$ cat src/rtl/odo_pkg.sv
// shared types, constants and tables for the differential drive odometry block
`default_nettype none
package odo_pkg;

    // field and register widths
    localparam int TICK_W = 16;
    localparam int CFG_W = 24;
    localparam int CFG_IDX_W = 2;
    localparam int POSE_W = 48;
    localparam int HEAD_W = 32;
    localparam int CORDIC_STEPS_DEF = 24;

    // configuration register indexes
    localparam logic [CFG_IDX_W-1:0] CFG_DIST_PER_COUNT = 2'd0;
    localparam logic [CFG_IDX_W-1:0] CFG_HEAD_PER_COUNT = 2'd1;
    localparam logic [CFG_W-1:0] DIST_PER_COUNT_RST = 24'd256216;
    localparam logic [CFG_W-1:0] HEAD_PER_COUNT_RST = 24'd745654;

    // shared multiplier: 64 x 41 bit, one 16 bit digit of a per cycle
    localparam int MUL_A_W = 64;
    localparam int MUL_B_W = 41;
    localparam int MUL_P_W = 106;
    localparam int MUL_DIG_W = 16;
    localparam int MUL_DIGITS = MUL_A_W / MUL_DIG_W;

    // datapath widths
    localparam int DIST_W = 48;
    localparam int TURN_W = 57;
    localparam int HQ_W = 56;
    localparam int SQ_W = 18;
    localparam int K_W = 40;
    localparam int DK_W = 58;
    localparam int DELTA_W = 64;
    localparam int SINC_SMALL_BITS = 24;

    // cordic widths
    localparam int COR_W = 34;
    localparam int ANG_W = 33;
    localparam int STEP_CNT_W = 6;

    // divider widths
    localparam int DIV_NUM_W = 62;
    localparam int DIV_DEN_W = 56;
    localparam int DIV_CNT_W = $clog2(DIV_NUM_W);

    // numeric constants
    localparam logic signed [MUL_B_W-1:0] PI_Q20 = MUL_B_W'(3294199);
    localparam logic signed [COR_W-1:0] CORDIC_GAIN = COR_W'(652032874);
    localparam logic signed [K_W-1:0] K_ONE = K_W'(1073741824);
    // ceil(2^21 / 6): exact floor of x / 6 for any series term below 2^18
    localparam logic signed [MUL_B_W-1:0] SIXTH_Q21 = MUL_B_W'(349526);
    localparam int SIXTH_SHIFT = 21;
    localparam logic signed [ANG_W-1:0] ANG_QUARTER = ANG_W'(1073741824);
    localparam logic signed [ANG_W-1:0] ANG_HALF = ANG_W'(34'sd2147483648);
    localparam logic signed [DELTA_W-1:0] POSE_MAX = (DELTA_W'(64'sd1) <<< (POSE_W - 1)) - 1;
    localparam logic signed [DELTA_W-1:0] POSE_MIN = -(DELTA_W'(64'sd1) <<< (POSE_W - 1));

    typedef struct packed {
        logic signed [TICK_W-1:0] ticks_left;
        logic signed [TICK_W-1:0] ticks_right;
    } sample_t;

    typedef struct packed {
        logic signed [POSE_W-1:0] pos_x;
        logic signed [POSE_W-1:0] pos_y;
        logic [HEAD_W-1:0]        heading;
        logic                     straight_move;
    } pose_t;

    // datapath operations
    typedef enum logic [3:0] {
        OP_DIST,
        OP_TURN,
        OP_HQ,
        OP_SQ,
        OP_DK,
        OP_DX,
        OP_DY,
        OP_DIV_SMALL,
        OP_DIV_BIG,
        OP_COR_SIN,
        OP_COR_MID
    } op_t;

    typedef struct packed {
        logic load;
        logic mul_go;
        logic div_go;
        logic cor_go;
        op_t  op;
        logic commit;
    } odo_cmd_t;

    typedef struct packed {
        logic mul_done;
        logic div_done;
        logic cor_done;
        logic small_angle;
    } odo_stat_t;

    // arctangent of 2^-i, full turn is 2^32
    function automatic logic signed [ANG_W-1:0] atan_q(input logic [4:0] idx);
        logic signed [ANG_W-1:0] v;
        case (idx)
            5'd0:    v = ANG_W'(32'h20000000);
            5'd1:    v = ANG_W'(32'h12E4051E);
            5'd2:    v = ANG_W'(32'h09FB385B);
            5'd3:    v = ANG_W'(32'h051111D4);
            5'd4:    v = ANG_W'(32'h028B0D43);
            5'd5:    v = ANG_W'(32'h0145D7E1);
            5'd6:    v = ANG_W'(32'h00A2F61E);
            5'd7:    v = ANG_W'(32'h00517C55);
            5'd8:    v = ANG_W'(32'h0028BE53);
            5'd9:    v = ANG_W'(32'h00145F2F);
            5'd10:   v = ANG_W'(32'h000A2F98);
            5'd11:   v = ANG_W'(32'h000517CC);
            5'd12:   v = ANG_W'(32'h00028BE6);
            5'd13:   v = ANG_W'(32'h000145F3);
            5'd14:   v = ANG_W'(32'h0000A2FA);
            5'd15:   v = ANG_W'(32'h0000517D);
            5'd16:   v = ANG_W'(32'h000028BE);
            5'd17:   v = ANG_W'(32'h0000145F);
            5'd18:   v = ANG_W'(32'h00000A30);
            5'd19:   v = ANG_W'(32'h00000518);
            5'd20:   v = ANG_W'(32'h0000028C);
            5'd21:   v = ANG_W'(32'h00000146);
            5'd22:   v = ANG_W'(32'h000000A3);
            5'd23:   v = ANG_W'(32'h00000051);
            5'd24:   v = ANG_W'(32'h00000029);
            5'd25:   v = ANG_W'(32'h00000014);
            5'd26:   v = ANG_W'(32'h0000000A);
            5'd27:   v = ANG_W'(32'h00000005);
            5'd28:   v = ANG_W'(32'h00000003);
            5'd29:   v = ANG_W'(32'h00000001);
            5'd30:   v = ANG_W'(32'h00000001);
            default: v = '0;
        endcase
        return v;
    endfunction

endpackage
`default_nettype wire

$ cat src/rtl/odo_ctrl.sv
// odometry sequencer: walks one item through the datapath operations
`default_nettype none
module odo_ctrl (
    input  wire logic                  clk,
    input  wire logic                  rst_n,
    input  wire logic                  sample_valid,
    output logic                       sample_ready,
    output logic                       pose_valid,
    input  wire logic                  pose_ready,
    input  wire odo_pkg::odo_stat_t    stat,
    output odo_pkg::odo_cmd_t          cmd
);
    import odo_pkg::*;

    typedef enum logic [4:0] {
        S_IDLE,
        S_DIST, S_DIST_W,
        S_TURN, S_TURN_W,
        S_HQ, S_HQ_W,
        S_SQ, S_SQ_W,
        S_DSM, S_DSM_W,
        S_CSIN, S_CSIN_W,
        S_DBIG, S_DBIG_W,
        S_DK, S_DK_W,
        S_CMID, S_CMID_W,
        S_DX, S_DX_W,
        S_DY, S_DY_W,
        S_COMMIT
    } state_t;

    state_t state_reg;
    state_t state_next;
    logic   pose_valid_reg;
    logic   pose_valid_next;

    // command decode and next state
    always_comb
    begin
        cmd        = '0;
        cmd.op     = OP_DIST;
        state_next = state_reg;
        case (state_reg)
            S_IDLE:
            begin
                cmd.load = sample_valid;
                if (sample_valid)
                begin
                    state_next = S_DIST;
                end
            end
            S_DIST:
            begin
                cmd.mul_go = 1'b1;
                cmd.op     = OP_DIST;
                state_next = S_DIST_W;
            end
            S_DIST_W: if (stat.mul_done) state_next = S_TURN;
            S_TURN:
            begin
                cmd.mul_go = 1'b1;
                cmd.op     = OP_TURN;
                state_next = S_TURN_W;
            end
            S_TURN_W: if (stat.mul_done) state_next = S_HQ;
            S_HQ:
            begin
                cmd.mul_go = 1'b1;
                cmd.op     = OP_HQ;
                state_next = S_HQ_W;
            end
            S_HQ_W: if (stat.mul_done) state_next = S_SQ;
            S_SQ:
            begin
                // half angle known here: series for small turns, cordic otherwise
                if (stat.small_angle)
                begin
                    cmd.mul_go = 1'b1;
                    cmd.op     = OP_SQ;
                    state_next = S_SQ_W;
                end
                else
                begin
                    state_next = S_CSIN;
                end
            end
            S_SQ_W: if (stat.mul_done) state_next = S_DSM;
            S_DSM:
            begin
                cmd.mul_go = 1'b1;
                cmd.op     = OP_DIV_SMALL;
                state_next = S_DSM_W;
            end
            S_DSM_W: if (stat.mul_done) state_next = S_DK;
            S_CSIN:
            begin
                cmd.cor_go = 1'b1;
                cmd.op     = OP_COR_SIN;
                state_next = S_CSIN_W;
            end
            S_CSIN_W: if (stat.cor_done) state_next = S_DBIG;
            S_DBIG:
            begin
                cmd.div_go = 1'b1;
                cmd.op     = OP_DIV_BIG;
                state_next = S_DBIG_W;
            end
            S_DBIG_W: if (stat.div_done) state_next = S_DK;
            S_DK:
            begin
                cmd.mul_go = 1'b1;
                cmd.op     = OP_DK;
                state_next = S_DK_W;
            end
            S_DK_W: if (stat.mul_done) state_next = S_CMID;
            S_CMID:
            begin
                cmd.cor_go = 1'b1;
                cmd.op     = OP_COR_MID;
                state_next = S_CMID_W;
            end
            S_CMID_W: if (stat.cor_done) state_next = S_DX;
            S_DX:
            begin
                cmd.mul_go = 1'b1;
                cmd.op     = OP_DX;
                state_next = S_DX_W;
            end
            S_DX_W: if (stat.mul_done) state_next = S_DY;
            S_DY:
            begin
                cmd.mul_go = 1'b1;
                cmd.op     = OP_DY;
                state_next = S_DY_W;
            end
            S_DY_W: if (stat.mul_done) state_next = S_COMMIT;
            S_COMMIT:
            begin
                // wait for the output register to free up
                if (!pose_valid_reg || pose_ready)
                begin
                    cmd.commit = 1'b1;
                    state_next = S_IDLE;
                end
            end
            default: state_next = S_IDLE;
        endcase
        pose_valid_next = (pose_valid_reg && !pose_ready) || cmd.commit;
    end

    always_ff @(posedge clk or negedge rst_n)
    begin
        if (!rst_n)
        begin
            state_reg      <= S_IDLE;
            pose_valid_reg <= 1'b0;
        end
        else
        begin
            state_reg      <= state_next;
            pose_valid_reg <= pose_valid_next;
        end
    end

    assign sample_ready = (state_reg == S_IDLE);
    assign pose_valid   = pose_valid_reg;

endmodule
`default_nettype wire

$ cat config.mk
export PLATFORM = sky130hd
export DESIGN_NAME = odo_ctrl
export DESIGN_NICKNAME = d
export VERILOG_FILES = /design/src/rtl/odo_pkg.sv /design/src/rtl/odo_ctrl.sv
export SDC_FILE = /design/constraint.sdc
export NUM_CORES = 1
export LEC_CHECK = 0
export ABC_AREA = 1
export CAP_MARGIN = 40
export CORE_UTILIZATION = 25
export CTS_CLUSTER_SIZE = 14
export DETAILED_ROUTE_END_ITERATION = 10
export DONT_BUFFER_PORTS = 1
export HOLD_SLACK_MARGIN = 0.05
export PLACE_DENSITY = 0.44
export SYNTH_ARGS = -nofsm -noshare
export SYNTH_HDL_FRONTEND = slang
export SYNTH_SLANG_ARGS = --single-unit
$ cat constraint.sdc
create_clock -name clk -period 2.2 [get_ports clk]
set_input_delay 0.44 -clock clk [delete_from_list [all_inputs] [get_ports clk]]
set_output_delay 0.44 -clock clk [all_outputs]
set_load 0.03 [all_outputs]
Yosys cells after proc, flatten, opt, wreduce, memory -nomap -nowiden --
Index checks and enable logic that the tools add are counted.
Word-level totals: output and inout bits 11, bits in registers 6, word-level logic and storage cells 71
Operators by class: multiplexer cells 24, eq/ne operators 36, reduce and logical (&&, ||, !) cells 9
Operators with widths (number):
- case mux 5 bit (24 select lines) | 1
- two-way mux 5 bit | 13
- equality test 5 x 4 -> 1 bit (second input constant) | 8
- equality test 5 bit (second input constant) | 8
- case mux 4 bit (10 select lines) | 1
- != test 2 bit (second input constant) | 13
- equality test 5 x 3 -> 1 bit (second input constant) | 4
- AND reduction 13 bit | 1
- equality test 5 x 2 -> 1 bit (second input constant) | 2
- OR reduction 7 bit | 1
- two-way mux 1 bit | 6
- equality test 5 x 1 -> 1 bit (second input constant) | 1
- zero test 5 bit | 1
- two-way mux 2 bit | 2
- zero test 1 bit | 2
- logical OR 1 bit | 2
- case mux 1 bit (2 select lines) | 1
- OR reduction 2 bit | 1
- logical AND 1 bit | 1

Logic depth before layout (Yosys ltp) --
depth after elaboration 5, mapped depth 10, mapped depth without buffers 10

Worst setup path before layout --
Ideal clock, no wire load.
path type reg-to-output, start point reg state_reg[1], end point out cmd[8] (netlist bit), slack 0.348 ns, stages on the path, launching flop included 4, arrival 1.412 ns, path through dfrtp_1 -> nor2_2 -> nand2_2 -> nor3_1
RTL lines:
- start, declared | line odo_ctrl.sv:31 | state_t state_reg;
- start signal, assigned | line odo_ctrl.sv:159 | state_reg <= state_next;
- end, declared | line odo_ctrl.sv:11 | output odo_pkg::odo_cmd_t cmd

==> results.sh <==
export IMPL_dieArea_mm2=0.002977
export IMPL_post_cts_buffers=0
export IMPL_avgViaCountPerCell=4.909
export IMPL_worstMarginPinSlew_ps=381.1
export IMPL_dp_hpwl_um=1708
export IMPL_cts_tree="done"
export IMPL_timing_fmax_mhz=482.2
export IMPL_crit_fanout=10
export IMPL_ff_latch_area_um2=151.4
export IMPL_h_tree_depth=1
export IMPL_wirelength_um=2052
export IMPL_crit_arrival_ps=1630
export IMPL_fin_nets=145
export IMPL_p_per_area_mw_per_mm2=1454
export IMPL_p_sw_w=0.0007156
export IMPL_cp_top_family="simple AND/OR/NAND/NOR gates"
export IMPL_cts_clk_slew_worst_paths_ps=50
export IMPL_cp_required_ps=1760
export IMPL_post_drt_wl_per_cell_um=12.44
export IMPL_finalSetupViolCount=0
export IMPL_drive_above_1_share=0.2074
export IMPL_syn_area_um2=690.7
export IMPL_clockBufferDepth=2
export IMPL_cts_buffers_inserted=3
export IMPL_p_leak_nw=0.4850
export IMPL_path_class="register to primary output"
export IMPL_p_clk_frac=0.087
export IMPL_synth_warnings=0
export IMPL_relSlewSlack=0.7456
export IMPL_irDropWorstVdd_uv=578.5
export IMPL_syn_inst=129
export IMPL_drc=0
export IMPL_cp_num_buf_inv=3
export IMPL_grt_pass1_vias=750
export IMPL_fp_coreArea_mm2=0.002545
export IMPL_fp_dieH_um=54.56
export IMPL_antenna_cells=0
export IMPL_grt_usage=0.1615
export IMPL_clock_root_buffer="clkbuf_4"
export IMPL_antenna_left=0
export IMPL_fillers=295
export IMPL_min_path_type="primary input to register"
export IMPL_yosysSeqAreaShare=0.2174
export IMPL_multi_input_area_um2=490.5
export IMPL_drtIter0Drc=33
export IMPL_die_x_um=54.56
export IMPL_grt_overflow=0
export IMPL_rsz0062_at_grt="no"
export IMPL_critPathSlowestCell="dfrtp_1"
export IMPL_syn2layout_area_growth_pct=17.21
export IMPL_yosys_register_bits=6
export IMPL_maxSlewViolCount=0
export IMPL_synth_distinct_cells=16
export IMPL_antenna_found_initial=0
export IMPL_avgSynthCellArea_um2=5.354
export IMPL_p_int_w=0.0004616
export IMPL_run_status="finished, final reports clean"
export IMPL_period_needed_ps=2074
export IMPL_vias=810
export IMPL_pwr_share_seq=0.189
export IMPL_clk_latency_ps=240
export IMPL_largest_register_ff_count=5
export IMPL_syn_nets=137
export IMPL_max_stage_delay_ps=370
export IMPL_fin_setup_tns_ps=0
export IMPL_cts_sinks=6
export IMPL_fin_skew_ps=3.119
export IMPL_swShare=0.6079
export IMPL_p_comb_frac=0.724
export IMPL_place_congestion=0.8841
export IMPL_final_util=0.3181
export IMPL_cp_end_kind="primary output"
export IMPL_drtPass1Iterations=4
export IMPL_io_pins=19
export IMPL_crit_chain="buf_4 -> nor2_2 -> buf_4 -> nand2_1 -> inv_1 -> nand2_1 -> nand3_1"
export IMPL_grt_max_degree=13
export IMPL_max_cap_viol_count=0
export IMPL_io_buffers=0
export IMPL_core_rowCount=18
export IMPL_final_hold_viol_count=0
export IMPL_initial_utilization=0.2714
export IMPL_start_kind="register"
export IMPL_final_period_utilization=0.9426
export IMPL_grt_pass1_wl_um=3387
==> stage by stage <==
stage | hold slack [ps] | instances | total power, W | instance area (µm²) | worst slack (ps)
after floorplan | 144.4 | 129 | 0.0008533 | 690.7 | 348.1
after global placement | 144.6 | 161 | 0.001057 | 748.2 | 141.7
after detailed placement | 144.5 | 161 | 0.001042 | 748.2 | 178.7
after CTS | 303.1 | 165 | 0.001163 | 789.5 | 50.62
after global routing | 287.1 | 165 | 0.001299 | 809.5 | 0.3101
final | 309.7 | 165 | 0.001177 | 809.5 | 126.4
==> power groups by stage <==
| stage | sequential, W | clock (W) | combinational (W) |
|---|---|---|---|
| floorplan | 0.000198 | 0 | 0.000656 |
| global placement | 0.000218 | 0 | 0.000839 |
| detailed placement | 0.000217 | 0 | 0.000824 |
| CTS | 0.000218 | 0.000107 | 0.000838 |
| global route | 0.000229 | 0.000118 | 0.000952 |
| finish | 0.000223 | 0.000102 | 0.000852 |
==> cell usage after synthesis (all sizes together) <==
| library cell | number | area [µm²] |
|---|---|---|
| o2111ai | 1 | 8.760 |
| and2 | 1 | 6.260 |
| a21oi | 1 | 5.000 |
| nand4 | 2 | 12.51 |
| o21ai | 2 | 10.01 |
| nand3 | 24 | 120.1 |
| nand2 | 42 | 165.2 |
| dfrtp | 6 | 150.1 |
| o211ai | 1 | 7.510 |
| buf | 2 | 10.01 |
| nor2 | 28 | 122.6 |
| inv | 18 | 67.56 |
| nor3 | 1 | 5.000 |
==> area by class of cell <==
cell class / count / share of cell area
repair buffers: 5 / 0.04946
inverters: 18 / 0.08346
clock buffers: 3 / 0.02782
well taps: 30 / 0.04637
multi-input cells: 103 / 0.6059
flip-flops and latches: 6 / 0.1870
==> path summary, 6_finish.rpt <==
| check | startpoint | end | slack, ps | cells after the start |
|---|---|---|---|---|
| min reg2reg | state_reg[1]$_DFFE_PN0P_ | state_reg[1]$_DFFE_PN0P_ | 640 | 2 |
| min | pose_ready | pose_valid$_DFF_PN0_ | 310 | 1 |
| min in group asynchronous | rst_n | state_reg[2]$_DFFE_PN0P_ | 510 | 1 |
| max | state_reg[2]$_DFFE_PN0P_ | cmd[4] | 130 | 7 |
| max reg2reg | state_reg[1]$_DFFE_PN0P_ | state_reg[2]$_DFFE_PN0P_ | 460 | 8 |
| max in group asynchronous | rst_n | state_reg[4]$_DFFE_PN0P_ | 1460 | 1 |
==> repair_timing <==
action | CTS | global route
hold endpoints to repair | 6 | 0
hold buffers | 1 | 0
endpoints found under the setup margin | 3 | 4
resized for setup | 3 | 6
==> layer usage <==
layer,up-vias,track usage,share of wire
met5,-,0,0
met4,0,0.05556,0.0083
met3,2,0.01944,0.039
met2,27,0.2683,0.46
met1,358,0.2129,0.49
li1,423,-,-
==> cell families after synthesis <==
family          Yosys count  synth area share
simple gates             98            0.6250
buf+inv                  20            0.1123
flops                     6            0.2174
compound gates            5           0.04529
==> layout by cell type, fill, tap and decap left out <==
cell,instances
nand2_1,38
nand3_1,21
nor2_1,19
inv_1,14
nor2_2,8
dfrtp_1,5
inv_2,4
nand2_2,4
buf_4,4
nand3_2,3
clkbuf_4,3
o21ai_0,2
nand4_1,2
nor2_4,1
and2_1,1
o2111ai_1,1
nor3_1,1
o211ai_1,1
a21oi_1,1
dlygate4sd3_1,1
dfrtp_2,1
==> worst reg2reg max path: stages (launching register included) <==
cell     delay, ps
dfrtp_1        460
nor2_2         300
nand2_2        130
nor2_2         330
nand2_1         90
nand3_1        100
nor2_2          70
nand3_1        100
nand2_1         60
No activity file was read; power rests on OpenSTA's default activity.
